**src/sv/ptts_pkg.sv**
```systemverilog
package ptts_pkg;

    localparam int SLOT_W      = 3;
    localparam int TIME_W      = 16;
    localparam int MODE_W      = 3;
    localparam int MAX_SLOTS   = 8;
    localparam int IN_DATA_W   = 40;
    localparam int OUT_DATA_W  = 8;
    localparam int QUEUE_DEPTH = 2;
    localparam int QPTR_W      = 1;
    localparam int QCNT_W      = 2;

    typedef enum logic [MODE_W-1:0] {
        MODE_TICK    = 3'd0,
        MODE_CREATE  = 3'd1,
        MODE_SUSPEND = 3'd2,
        MODE_RESUME  = 3'd3,
        MODE_DELETE  = 3'd4
    } mode_t;

    typedef enum logic {
        KIND_DISPATCH = 1'b0,
        KIND_CREATE   = 1'b1
    } kind_t;

    typedef enum logic {
        STATUS_OK    = 1'b0,
        STATUS_TAKEN = 1'b1
    } status_t;

    typedef enum logic {
        ST_IDLE,
        ST_SCAN
    } back_state_t;

    typedef struct packed {
        mode_t             op;
        logic [SLOT_W-1:0] slot;
        logic              in_range;
        logic [TIME_W-1:0] period;
        logic [TIME_W-1:0] delay;
        logic              has_func;
    } cmd_t;

endpackage

```
**src/sv/ptts_front.sv**
```systemverilog
module ptts_front
    import ptts_pkg::*;
#(
    parameter int NUM_SLOTS = 8
) (
    input  logic                 aclk,
    input  logic                 aresetn,
    input  logic                 s_tvalid,
    output logic                 s_tready,
    // task_slot[2:0], period[18:3], first_delay[34:19], has_function[35], zero fill
    input  logic [IN_DATA_W-1:0] s_tdata,
    // mode[2:0]
    input  logic [MODE_W-1:0]    s_tuser,
    output logic                 cmd_valid,
    input  logic                 cmd_ready,
    output cmd_t                 cmd
);

    cmd_t              q_reg [QUEUE_DEPTH];
    logic [QPTR_W-1:0] wr_ptr_reg;
    logic [QPTR_W-1:0] rd_ptr_reg;
    logic [QCNT_W-1:0] count_reg;
    logic [QCNT_W-1:0] count_next;

    cmd_t in_cmd;
    logic keep;
    logic push;
    logic pop;

    always_comb begin
        in_cmd.op       = mode_t'(s_tuser);
        in_cmd.slot     = s_tdata[2:0];
        in_cmd.in_range = ({1'b0, s_tdata[2:0]} < 4'(NUM_SLOTS));
        in_cmd.period   = s_tdata[18:3];
        in_cmd.delay    = s_tdata[34:19];
        in_cmd.has_func = s_tdata[35];
    end

    // drop unused codes and flag updates aimed past the table
    always_comb begin
        unique case (in_cmd.op)
            MODE_TICK, MODE_CREATE: keep = 1'b1;
            MODE_SUSPEND, MODE_RESUME, MODE_DELETE: keep = in_cmd.in_range;
            default: keep = 1'b0;
        endcase
    end

    assign s_tready  = (count_reg != QCNT_W'(QUEUE_DEPTH));
    assign push      = s_tvalid && s_tready && keep;
    assign cmd_valid = (count_reg != '0);
    assign pop       = cmd_valid && cmd_ready;
    assign cmd       = q_reg[rd_ptr_reg];

    always_comb begin
        count_next = count_reg;
        if (push && !pop) begin
            count_next = count_reg + QCNT_W'(1);
        end else if (pop && !push) begin
            count_next = count_reg - QCNT_W'(1);
        end
    end

    always_ff @(posedge aclk) begin
        if (!aresetn) begin
            wr_ptr_reg <= '0;
            rd_ptr_reg <= '0;
            count_reg  <= '0;
        end else begin
            count_reg <= count_next;
            if (push) begin
                wr_ptr_reg <= wr_ptr_reg + QPTR_W'(1);
            end
            if (pop) begin
                rd_ptr_reg <= rd_ptr_reg + QPTR_W'(1);
            end
        end
    end

    always_ff @(posedge aclk) begin
        if (push) begin
            q_reg[wr_ptr_reg] <= in_cmd;
        end
    end

endmodule

```
**src/sv/ptts_back.sv**
```systemverilog
module ptts_back
    import ptts_pkg::*;
#(
    parameter int NUM_SLOTS = 8
) (
    input  logic                  aclk,
    input  logic                  aresetn,
    input  logic                  cmd_valid,
    output logic                  cmd_ready,
    input  cmd_t                  cmd,
    output logic                  m_tvalid,
    input  logic                  m_tready,
    // slot_out[2:0], status[3], zero fill
    output logic [OUT_DATA_W-1:0] m_tdata,
    // result_kind[0]
    output logic [0:0]            m_tuser,
    output logic                  m_tlast
);

    localparam int IDX_W = (NUM_SLOTS > 1) ? $clog2(NUM_SLOTS) : 1;

    back_state_t state_reg, state_next;
    logic [IDX_W-1:0] scan_reg, scan_next;

    logic              occupied_reg  [NUM_SLOTS];
    logic              running_reg   [NUM_SLOTS];
    logic [TIME_W-1:0] period_reg    [NUM_SLOTS];
    logic [TIME_W-1:0] countdown_reg [NUM_SLOTS];
    logic [NUM_SLOTS-1:0] fire_reg;

    logic              out_valid_reg;
    kind_t             out_kind_reg;
    logic [SLOT_W-1:0] out_slot_reg;
    status_t           out_status_reg;
    logic              out_last_reg;

    logic              out_free;
    logic [IDX_W-1:0]  cidx;
    logic              slot_free;
    logic              scan_go;
    logic              start_tick;
    logic              load_out;
    kind_t             out_kind;
    logic [SLOT_W-1:0] out_slot;
    status_t           out_status;
    logic              out_last;
    logic              do_create;
    logic              do_suspend;
    logic              do_resume;
    logic              do_delete;
    logic              do_count;

    assign out_free  = !out_valid_reg || m_tready;
    assign cidx      = cmd.slot[IDX_W-1:0];
    assign slot_free = cmd.in_range && !occupied_reg[cidx];
    assign scan_go   = !fire_reg[scan_reg] || out_free;

    always_comb begin
        state_next = state_reg;
        scan_next  = scan_reg;
        unique case (state_reg)
            ST_IDLE: begin
                if (cmd_valid && cmd.op == MODE_TICK) begin
                    state_next = ST_SCAN;
                    scan_next  = '0;
                end
            end
            ST_SCAN: begin
                if (scan_go) begin
                    scan_next = scan_reg + IDX_W'(1);
                    if (scan_reg == IDX_W'(NUM_SLOTS - 1)) begin
                        state_next = ST_IDLE;
                    end
                end
            end
            default: state_next = ST_IDLE;
        endcase
    end

    always_comb begin
        cmd_ready  = 1'b0;
        start_tick = 1'b0;
        load_out   = 1'b0;
        out_kind   = KIND_DISPATCH;
        out_slot   = cmd.slot;
        out_status = STATUS_OK;
        out_last   = 1'b1;
        do_create  = 1'b0;
        do_suspend = 1'b0;
        do_resume  = 1'b0;
        do_delete  = 1'b0;
        do_count   = 1'b0;
        unique case (state_reg)
            ST_IDLE: begin
                if (cmd_valid) begin
                    unique case (cmd.op)
                        MODE_TICK: begin
                            cmd_ready  = 1'b1;
                            start_tick = 1'b1;
                        end
                        MODE_CREATE: begin
                            cmd_ready  = out_free;
                            load_out   = out_free;
                            out_kind   = KIND_CREATE;
                            out_status = slot_free ? STATUS_OK : STATUS_TAKEN;
                            do_create  = out_free && slot_free;
                        end
                        MODE_SUSPEND: begin
                            cmd_ready  = 1'b1;
                            do_suspend = 1'b1;
                        end
                        MODE_RESUME: begin
                            cmd_ready = 1'b1;
                            do_resume = 1'b1;
                        end
                        MODE_DELETE: begin
                            cmd_ready = 1'b1;
                            do_delete = 1'b1;
                        end
                        default: cmd_ready = 1'b1;
                    endcase
                end
            end
            ST_SCAN: begin
                do_count = scan_go;
                load_out = fire_reg[scan_reg] && out_free;
                out_kind = KIND_DISPATCH;
                out_slot = SLOT_W'(scan_reg);
                // last dispatch when no later slot fires in this tick
                out_last = ~|((fire_reg >> scan_reg) >> 1);
            end
            default: ;
        endcase
    end

    always_ff @(posedge aclk) begin
        if (!aresetn) begin
            state_reg     <= ST_IDLE;
            scan_reg      <= '0;
            out_valid_reg <= 1'b0;
            fire_reg      <= '0;
            for (int i = 0; i < NUM_SLOTS; i++) begin
                occupied_reg[i]  <= 1'b0;
                running_reg[i]   <= 1'b0;
                period_reg[i]    <= '0;
                countdown_reg[i] <= '0;
            end
        end else begin
            state_reg <= state_next;
            scan_reg  <= scan_next;
            if (load_out) begin
                out_valid_reg <= 1'b1;
            end else if (m_tready) begin
                out_valid_reg <= 1'b0;
            end
            if (start_tick) begin
                for (int i = 0; i < NUM_SLOTS; i++) begin
                    fire_reg[i] <= running_reg[i] && occupied_reg[i] &&
                                   (countdown_reg[i] == '0);
                end
            end
            if (do_create) begin
                occupied_reg[cidx]  <= cmd.has_func;
                running_reg[cidx]   <= 1'b1;
                period_reg[cidx]    <= cmd.period;
                countdown_reg[cidx] <= cmd.delay;
            end
            if (do_suspend) begin
                running_reg[cidx] <= 1'b0;
            end
            if (do_resume) begin
                running_reg[cidx] <= 1'b1;
            end
            if (do_delete) begin
                occupied_reg[cidx] <= 1'b0;
            end
            if (do_count && running_reg[scan_reg]) begin
                if (countdown_reg[scan_reg] == '0) begin
                    countdown_reg[scan_reg] <= period_reg[scan_reg] - TIME_W'(1);
                end else begin
                    countdown_reg[scan_reg] <= countdown_reg[scan_reg] - TIME_W'(1);
                end
            end
        end
    end

    always_ff @(posedge aclk) begin
        if (load_out) begin
            out_kind_reg   <= out_kind;
            out_slot_reg   <= out_slot;
            out_status_reg <= out_status;
            out_last_reg   <= out_last;
        end
    end

    assign m_tvalid = out_valid_reg;
    assign m_tdata  = {{(OUT_DATA_W - SLOT_W - 1){1'b0}}, out_status_reg, out_slot_reg};
    assign m_tuser  = out_kind_reg;
    assign m_tlast  = out_last_reg;

endmodule

```
**src/sv/periodic_task_tick_scheduler_top.sv**
```systemverilog
// Periodic task tick scheduler. Commands arrive on the s_ stream (mode in
// s_tuser) and land in a two-entry command queue, so the input can take up
// to two transactions while the executor is busy or the result register is held.
// Suspend, resume and delete execute directly; create waits for a free result
// register and returns one status transaction. A tick starts a scan of the slot
// table, one slot per cycle while no due dispatch waits on a stalled m_ side
// (at most 8 slots are addressable). Dispatches leave in slot order and m_tlast
// marks the last one of a tick; a tick with nothing due gives no transaction.
module periodic_task_tick_scheduler_top
    import ptts_pkg::*;
#(
    parameter int TASK_SLOTS = 8
) (
    input  logic                  aclk,
    input  logic                  aresetn,
    input  logic                  s_tvalid,
    output logic                  s_tready,
    // task_slot[2:0], period[18:3], first_delay[34:19], has_function[35], zero fill
    input  logic [IN_DATA_W-1:0]  s_tdata,
    // mode[2:0]
    input  logic [MODE_W-1:0]     s_tuser,
    output logic                  m_tvalid,
    input  logic                  m_tready,
    // slot_out[2:0], status[3], zero fill
    output logic [OUT_DATA_W-1:0] m_tdata,
    // result_kind[0]
    output logic [0:0]            m_tuser,
    output logic                  m_tlast
);

    localparam int NUM_SLOTS = (TASK_SLOTS > MAX_SLOTS) ? MAX_SLOTS : TASK_SLOTS;

    logic cmd_valid;
    logic cmd_ready;
    cmd_t cmd;

    ptts_front #(
        .NUM_SLOTS (NUM_SLOTS)
    ) u_front (
        .aclk      (aclk),
        .aresetn   (aresetn),
        .s_tvalid  (s_tvalid),
        .s_tready  (s_tready),
        .s_tdata   (s_tdata),
        .s_tuser   (s_tuser),
        .cmd_valid (cmd_valid),
        .cmd_ready (cmd_ready),
        .cmd       (cmd)
    );

    ptts_back #(
        .NUM_SLOTS (NUM_SLOTS)
    ) u_back (
        .aclk      (aclk),
        .aresetn   (aresetn),
        .cmd_valid (cmd_valid),
        .cmd_ready (cmd_ready),
        .cmd       (cmd),
        .m_tvalid  (m_tvalid),
        .m_tready  (m_tready),
        .m_tdata   (m_tdata),
        .m_tuser   (m_tuser),
        .m_tlast   (m_tlast)
    );

endmodule

```
**config.mk**
```make
export PLATFORM = sky130hd
export DESIGN_NAME = periodic_task_tick_scheduler_top
export DESIGN_NICKNAME = d
export VERILOG_FILES = /design/src/sv/ptts_pkg.sv /design/src/sv/ptts_front.sv /design/src/sv/ptts_back.sv /design/src/sv/periodic_task_tick_scheduler_top.sv
export SDC_FILE = /design/constraint.sdc
export NUM_CORES = 1
export LEC_CHECK = 0
export ABC_AREA = 0
export BUFFER_PORTS_ARGS = -buffer_cell sky130_fd_sc_hd__buf_2
export CORE_ASPECT_RATIO = 0.8
export CORE_MARGIN = 1
export CORE_UTILIZATION = 33
export DETAILED_ROUTE_END_ITERATION = 8
export GPL_ROUTABILITY_DRIVEN = 0
export REMOVE_ABC_BUFFERS = 1
export SYNTH_ARGS = -nofsm -noshare
export SYNTH_HDL_FRONTEND = slang
export SYNTH_HIERARCHICAL = 1
export SYNTH_SLANG_ARGS = --single-unit
```
**constraint.sdc**
```tcl
create_clock -name aclk -period 7.9 [get_ports aclk]
set_clock_uncertainty 0.05 [all_clocks]
set_input_delay 0.79 -clock aclk [delete_from_list [all_inputs] [get_ports aclk]]
set_output_delay 0.79 -clock aclk [all_outputs]
set_load 0.005 [all_outputs]
```
==> metrics.cfg, run 1 <==
[global_route]
grt_use_total_pct=17.2
grt_start_max_net_pins=64
grt-ovfl-total=0
grt_pass1_vias=11300
grt_first_pass_wirelength_um=70700
number_of_antenna_violations_at_the_first_check_in_global_routing=0

[clock_tree]
cts_repair_resize_count=0
post_cts_buffers=0
cts_buffer_depth=3
tritoncts=done
clock_sinks=377
number_of_buffers_inserted_for_hold_repair_after_clock_tree_synthesis=0
numCtsBuffers=38
clk_pin_slew_worst_paths_ns=0.06
clk_latency_ns=0.54
clockRootBuffer=sky130_fd_sc_hd__clkbuf_16
htree_num_levels=2

[route]
route.antenna.remaining_nets=0
firstDrtPassIters=7
wl_um=46800
vias_per_cell=5.46
wire_per_inst_um=22.4
num_vias=11400
dr.first_iter.drc_count=1236
detail_route.drc_violations=5

[timing]
final.min_clock_period_ns=6.61
final-hold-violation-count=0
finalWorstSetupSlack_ns=1.29
rsz0062_at_grt=no
maximum_operating_frequency_ghz=0.151
setup_viol_count_final=0
worst_slew_margin_rel_pct=20.2
finalMaxSlewViolations=0
worst-slew-pin-transition_ns=1.20
fin_crit_sh_pct=83.7
fin_tns_setup_ns=0

[run_status]
status=finished with violations
failing_checks=design-rule violations

[floorplanning]
die_area_sq_um=54800
initial_utilization_pct=33.6
fp-row-count=75
die_w_um=261
io_pins=59
die_h_um=209
core_area_sq_um=52800

[cells_and_area]
layout.filler_cells=5045
mostFrequentLayoutCell=sky130_fd_sc_hd__edfxtp_1
antenna_diode_instance_count=0
layout_common_cells=340 x sky130_fd_sc_hd__edfxtp_1, 138 x sky130_fd_sc_hd__nor2_1, 100 x sky130_fd_sc_hd__and2_1
post_route_cells_drive_above_1_share_pct=19.2
layout.nets=1416
end_of_flow_core_utilization_pct=37.8
area_delta_synth_final_pct=12.3

[power]
power.total_mw=4.84
p_leak_nw=7.00
power_density_nw_per_um2=242
netSwitchingFraction_pct=27.1
internal_power_mw=3.53
power.share.sequential_pct=48.5
power.ir.vdd_worst_mv=0.174
combPwrFrac_pct=14.6
switchingPower_mw=1.31
p_clk_share_pct=37.0

[synth]
ys_warn_count=6
synth_enable_flop_cells=340
synthesis.instances=1330
ys_ff_latch=377
yosys.area.top_type_share_pct=57.5
async_reset_ff_share_pct=0
synth.yosys.seq_area_share_pct=61.7
synthDominantAreaCellType=sky130_fd_sc_hd__edfxtp_1
synth.cell_area_sq_um=17800
yosys.cell_types.count=61
netlist_top_cells_area=sky130_fd_sc_hd__edfxtp_1 57%, sky130_fd_sc_hd__mux4_2 8.4%, sky130_fd_sc_hd__dfxtp_1 4.2%
ys.flop_type=sky130_fd_sc_hd__edfxtp_1
syn-mean-instance-area_sq_um=13.4

[setup_path]
critical_path_required_ns=8.11
cp_common_cell=sky130_fd_sc_hd__a2111oi_0
timing.critical_path.slowest_cell_delay_ns=1.04
end_kind=register
startpoint_type=register
critical_path_peak_fanout=25
worst_ep_arrival_time_ns=6.82
crit_chain=inv_1 -> a2111oi_0 -> nor4_1 -> nand3b_1 -> o21ai_4 -> mux2_2 -> ha_1 -> and2_1 -> nand3_1 -> a2111oi_0 -> a41oi_2 -> or4_1 -> a21oi_2 -> nor3_1
timing_worst_setup_path_type=reg2reg
critPathSlowestCell=sky130_fd_sc_hd__nor4_1

[place]
numPortBuffers=50
hpwl_um=31300
dp_worst_setup_slack_ns=1.35

[hold_path]
hold_path.class=in2reg

[run]
max_cap_viol_count=0

cells by family (layout without fill, tap and decap cells):
group	Yosys count	after routing	synth area share, %
muxes	175	175	14.9
xor gates and xnor gates	11	11	0.543
other	2	5	0.0423
buffers and inverters	95	157	2.42
AOI/OAI and AO/OA	123	123	4.68
adders and majority gates	4	4	0.282
DFF	377	377	61.7
and+or+nand+nor	543	543	15.5
per-layer routing:
layer | wire length (um) | up-vias | global-route usage (%)
li1 | - | 5131 | -
met1 | 21800 | 5714 | 26.3
met2 | 19900 | 498 | 24.7
met3 | 4230 | 63 | 3.80
met4 | 874 | 0 | 4.01
met5 | 0 | - | 0
synthesized netlist by cell type (10+ instances only):
cell and n:
sky130_fd_sc_hd__edfxtp_1 340, sky130_fd_sc_hd__nor2_1 140, sky130_fd_sc_hd__and2_1 101, sky130_fd_sc_hd__nand2_1 81, sky130_fd_sc_hd__nor3_1 71, sky130_fd_sc_hd__mux4_2 66
sky130_fd_sc_hd__mux2i_1 57, sky130_fd_sc_hd__and3_1 52, sky130_fd_sc_hd__mux2_2 52, sky130_fd_sc_hd__clkbuf_1 43, sky130_fd_sc_hd__dfxtp_1 37, sky130_fd_sc_hd__o21ai_0 33
sky130_fd_sc_hd__nand3_1 28, sky130_fd_sc_hd__a21oi_1 25, sky130_fd_sc_hd__nor4_1 19, sky130_fd_sc_hd__buf_2 16, sky130_fd_sc_hd__inv_1 14, sky130_fd_sc_hd__buf_4 12
sky130_fd_sc_hd__a211oi_1 11, sky130_fd_sc_hd__nand4_1 11, sky130_fd_sc_hd__nor2b_1 10, sky130_fd_sc_hd__o211ai_1 10
power by group through the flow:
stage	Combinational, mW	Clock (mW)	Sequential [mW]
2_1_floorplan	0.425	0	2.38
3_3_place_gp	0.686	0	2.38
3_5_place_dp	0.697	0	2.39
4_1_cts	0.701	1.83	2.35
5_1_grt	0.760	1.91	2.36
6_report	0.704	1.79	2.35
path summary, 6_finish.rpt:
kind / slack [ns] / to / depth (start not counted) / startpoint
max: 1.29 / u_back/countdown_reg[6][14]$_SDFFCE_PN0P_ / 14 / register
min: 0.38 / u_front/q_reg[1][21]$_DFFE_PP_ / 1 / s_tdata[7]
max reg2reg: 1.29 / u_back/countdown_reg[6][14]$_SDFFCE_PN0P_ / 14 / register
min reg2reg: 0.44 / u_back/running_reg[7]$_DFF_P_ / 2 / u_back/running_reg[7]$_DFF_P_
through the flow:
step,hold WS [ns],instance area (sq um),cells
global placement,0.425,18700,2018
detailed placement,0.432,18700,2018
CTS,0.362,19900,2088
global route,0.367,19900,2088
floorplan,0.401,17400,1252
finish,0.384,19900,2088
cell type report:
cell class / count / area (sq um) / area share (%)
tap: 693 / 867 / 4.35
timing repair buffer: 73 / 423 / 2.12
clock inverter: 21 / 163 / 0.815
sequential: 377 / 11000 / 54.9
multi-input combinational: 861 / 6420 / 32.2
clock buffer: 49 / 1060 / 5.29
inverter: 14 / 52.6 / 0.263
worst max-delay path: cells and delay by family, from the launching register on:
| family | cells | cell delay, ns |
|---|---|---|
| muxes | 1 | 0.31 |
| AOI/OAI and AO/OA | 5 | 2.12 |
| buffers and inverters | 1 | 0.63 |
| adders and majority gates | 1 | 0.20 |
| DFF | 1 | 0.51 |
| and+or+nand+nor | 6 | 2.50 |
(Power assumes the default switching activity.)
==> run 2: changes to the inputs <==
--- a/config.mk
+++ b/config.mk
@@ -5,7 +5,7 @@
 export SDC_FILE = /design/constraint.sdc
 export NUM_CORES = 1
 export LEC_CHECK = 0
-export ABC_AREA = 0
+export ABC_AREA = 1
 export BUFFER_PORTS_ARGS = -buffer_cell sky130_fd_sc_hd__buf_2
 export CORE_ASPECT_RATIO = 0.8
 export CORE_MARGIN = 1
==> constraint.sdc (replaced) <==
create_clock -name aclk -period 5.7 [get_ports aclk]
set_clock_uncertainty 0.05 [all_clocks]
set_input_delay 0.57 -clock aclk [delete_from_list [all_inputs] [get_ports aclk]]
set_output_delay 0.57 -clock aclk [all_outputs]
set_load 0.005 [all_outputs]
==> run 2 against run 1 <==
  * The flow now finishes without violations
  * Routed wire length increased by 2.7%
  * Synthesized cell count rose by 44%
  * Largest cell class unchanged
  * Utilization down 0.61 points
  * Die area is 2.5% higher
  * Area after synthesis grew 2.5%
  * Combinational power rose by 140%
==> metrics.cfg, run 2 <==
[route]
wl_um=48100
wire_per_inst_um=18.1
vias_per_cell=5.06
dr.first_iter.drc_count=1301
firstDrtPassIters=5
route.antenna.remaining_nets=0
detail_route.drc_violations=0
num_vias=13500

[synth]
main_combinational_cell_family_by_area_after_synthesis=simple AND/OR/NAND/NOR gates
synth_compound_gate_area_share_pct=5.44
synthMostInstantiatedCell=sky130_fd_sc_hd__nand2_1
ys.flop_type=sky130_fd_sc_hd__edfxtp_1
yosys.area_share.adder_pct=0.275
synth.yosys.seq_area_share_pct=60.1
ys_ff_latch=377
synth.top_cells.by_count=420 x sky130_fd_sc_hd__nand2_1, 379 x sky130_fd_sc_hd__nor2_1, 340 x sky130_fd_sc_hd__edfxtp_1
yosys.cell_types.count=46
post_synth_mux_area_share_pct=2.67
netlist_top_cells_area=sky130_fd_sc_hd__edfxtp_1 56%, sky130_fd_sc_hd__nand2_1 8.7%, sky130_fd_sc_hd__nor2_1 7.8%
synth_enable_flop_cells=340
yosys.area.top_type_share_pct=56.1
async_reset_ff_share_pct=0
synthSimpleGateAreaFrac_pct=24.6
synth.cell_area_sq_um=18200
synthesis.instances=1911
synthDominantAreaCellType=sky130_fd_sc_hd__edfxtp_1
post_synthesis_share_of_cell_area_spent_on_xor_and_xnor_gates_pct=0.0893
ys_warn_count=6
syn-mean-instance-area_sq_um=9.53

[global_route]
grt_start_max_net_pins=89
grt_use_total_pct=17.1
number_of_antenna_violations_at_the_first_check_in_global_routing=1
grt_pass1_vias=12800
grt_first_pass_wirelength_um=72900
grt-ovfl-total=0

[run]
max_cap_viol_count=0

[floorplanning]
initial_utilization_pct=33.6
fp-row-count=76
die_w_um=265
core_area_sq_um=54200
io_pins=59
die_h_um=212
die_area_sq_um=56100

[place]
hpwl_um=31300
dp_worst_setup_slack_ns=1.26
numPortBuffers=50

[hold_path]
hold_start=s_tdata[17]
hold_path.class=in2reg

[timing]
fin_crit_sh_pct=78.7
finalMaxSlewViolations=0
setup_viol_count_final=0
final-hold-violation-count=0
finalWorstSetupSlack_ns=1.21
worst-slew-pin-transition_ns=1.29
rsz0062_at_grt=no
fin_tns_setup_ns=0
maximum_operating_frequency_ghz=0.223
final.min_clock_period_ns=4.49
worst_slew_margin_rel_pct=13.1

[clock_tree]
clk_latency_ns=0.55
numCtsBuffers=39
cts_repair_resize_count=0
number_of_buffers_inserted_for_hold_repair_after_clock_tree_synthesis=0
clock_sinks=377
tritoncts=done
htree_num_levels=2
post_cts_buffers=0
clk_pin_slew_worst_paths_ns=0.06
clockRootBuffer=sky130_fd_sc_hd__clkbuf_16
cts_buffer_depth=3

[setup_path]
critical_path_peak_fanout=88
worst_ep_arrival_time_ns=4.72
end_kind=register
startpoint_type=register
critical_path_required_ns=5.93
timing_worst_setup_path_type=reg2reg

[cells_and_area]
post_route_cells_drive_above_1_share_pct=12.8
layout.filler_cells=5420
layout_common_cells=420 x sky130_fd_sc_hd__nand2_1, 379 x sky130_fd_sc_hd__nor2_1, 340 x sky130_fd_sc_hd__edfxtp_1
mostFrequentLayoutCell=sky130_fd_sc_hd__nand2_1
end_of_flow_core_utilization_pct=37.1
area_delta_synth_final_pct=10.6
antenna_diode_instance_count=0
layout.nets=1985

[power]
power_density_nw_per_um2=364
p_leak_nw=7.91
power.ir.vdd_worst_mv=0.210

[run_status]
status=finished clean

run 2: cell count changes after synthesis, sizes merged, moves of 57 or more:
cell	change
nand2	+356
nor2	+273
inv	+166
and2	-101
nand3	+81
o21ai	+73
mux4	-66
nor3	-57
run 2: stage by stage:
stage / hold WS, ns / cell area, sq um / cells / power, mW
after global routing: 0.141 / 20100 / 2662 / 7.66
after global placement: 0.407 / 19000 / 2595 / 4.95
final: 0.153 / 20100 / 2662 / 7.33
after detailed placement: 0.411 / 19000 / 2595 / 4.98
after floorplan: 0.395 / 17700 / 1822 / 4.39
after CTS: 0.133 / 20100 / 2662 / 7.36
run 2: cells by family (layout without fill, tap and decap cells):
logic type               Yosys count  count (layout)
XOR/XNOR                           1               1
AND/OR/NAND/NOR                 1042            1042
buffers and inverters            274             320
other                              2               5
multiplexers                      40              40
flip-flops                       377             377
AO/OA/AOI/OAI                    171             171
adder cells (fa/ha/maj)            4               4
run 2: power by group:
part	total (mW)	switching [mW]	internal, mW
logic	1.70	1.23	0.470
clock network	2.39	1.08	1.30
registers	3.25	0.0724	3.17
run 2: final timing paths:
check,endpoint,slack (ns),cells after the start
min,u_front/q_reg[1][31]$_DFFE_PP_,0.15,1
min reg2reg,u_back/fire_reg[3]$_SDFFE_PN0P_,0.42,2
max reg2reg,u_back/countdown_reg[7][8]$_SDFFCE_PN0P_,1.21,18
max,u_back/countdown_reg[7][8]$_SDFFCE_PN0P_,1.21,18
run 2: routing by layer:
layer / wire length [um] / global-route usage [%]
met4: 948 / 4.37
met5: 11 / 0
met2: 21200 / 26.6
met3: 4230 / 3.66
met1: 21800 / 24.1
run 2: cell type report:
type	count	area, sq um	share of cell area, %
clock buffer	55	1060	5.24
inverter	182	686	3.41
sequential	377	11000	54.4
tap	702	878	4.36
multi-input combinational	1263	6040	30.0
clock inverter	12	108	0.534
timing repair buffer	71	408	2.03
run 2: critical path, cell delays in order, from the launching register on:
cell and delay [ns]:
sky130_fd_sc_hd__dfxtp_4 0.36, sky130_fd_sc_hd__buf_4 0.68, sky130_fd_sc_hd__nor2_1 0.10, sky130_fd_sc_hd__o21ai_0 0.36
sky130_fd_sc_hd__nand2_1 0.13, sky130_fd_sc_hd__nand2_1 0.16, sky130_fd_sc_hd__nor2_1 0.06, sky130_fd_sc_hd__nand2_1 0.06
sky130_fd_sc_hd__nor2_1 0.03, sky130_fd_sc_hd__nand2_1 0.05, sky130_fd_sc_hd__buf_4 0.25, sky130_fd_sc_hd__nand2_4 0.20
sky130_fd_sc_hd__o21ai_2 0.27, sky130_fd_sc_hd__ha_1 0.25, sky130_fd_sc_hd__nand3_1 0.16, sky130_fd_sc_hd__nor2_2 0.25
sky130_fd_sc_hd__nor2_1 0.08, sky130_fd_sc_hd__o22ai_2 0.52, sky130_fd_sc_hd__nor2_1 0.10
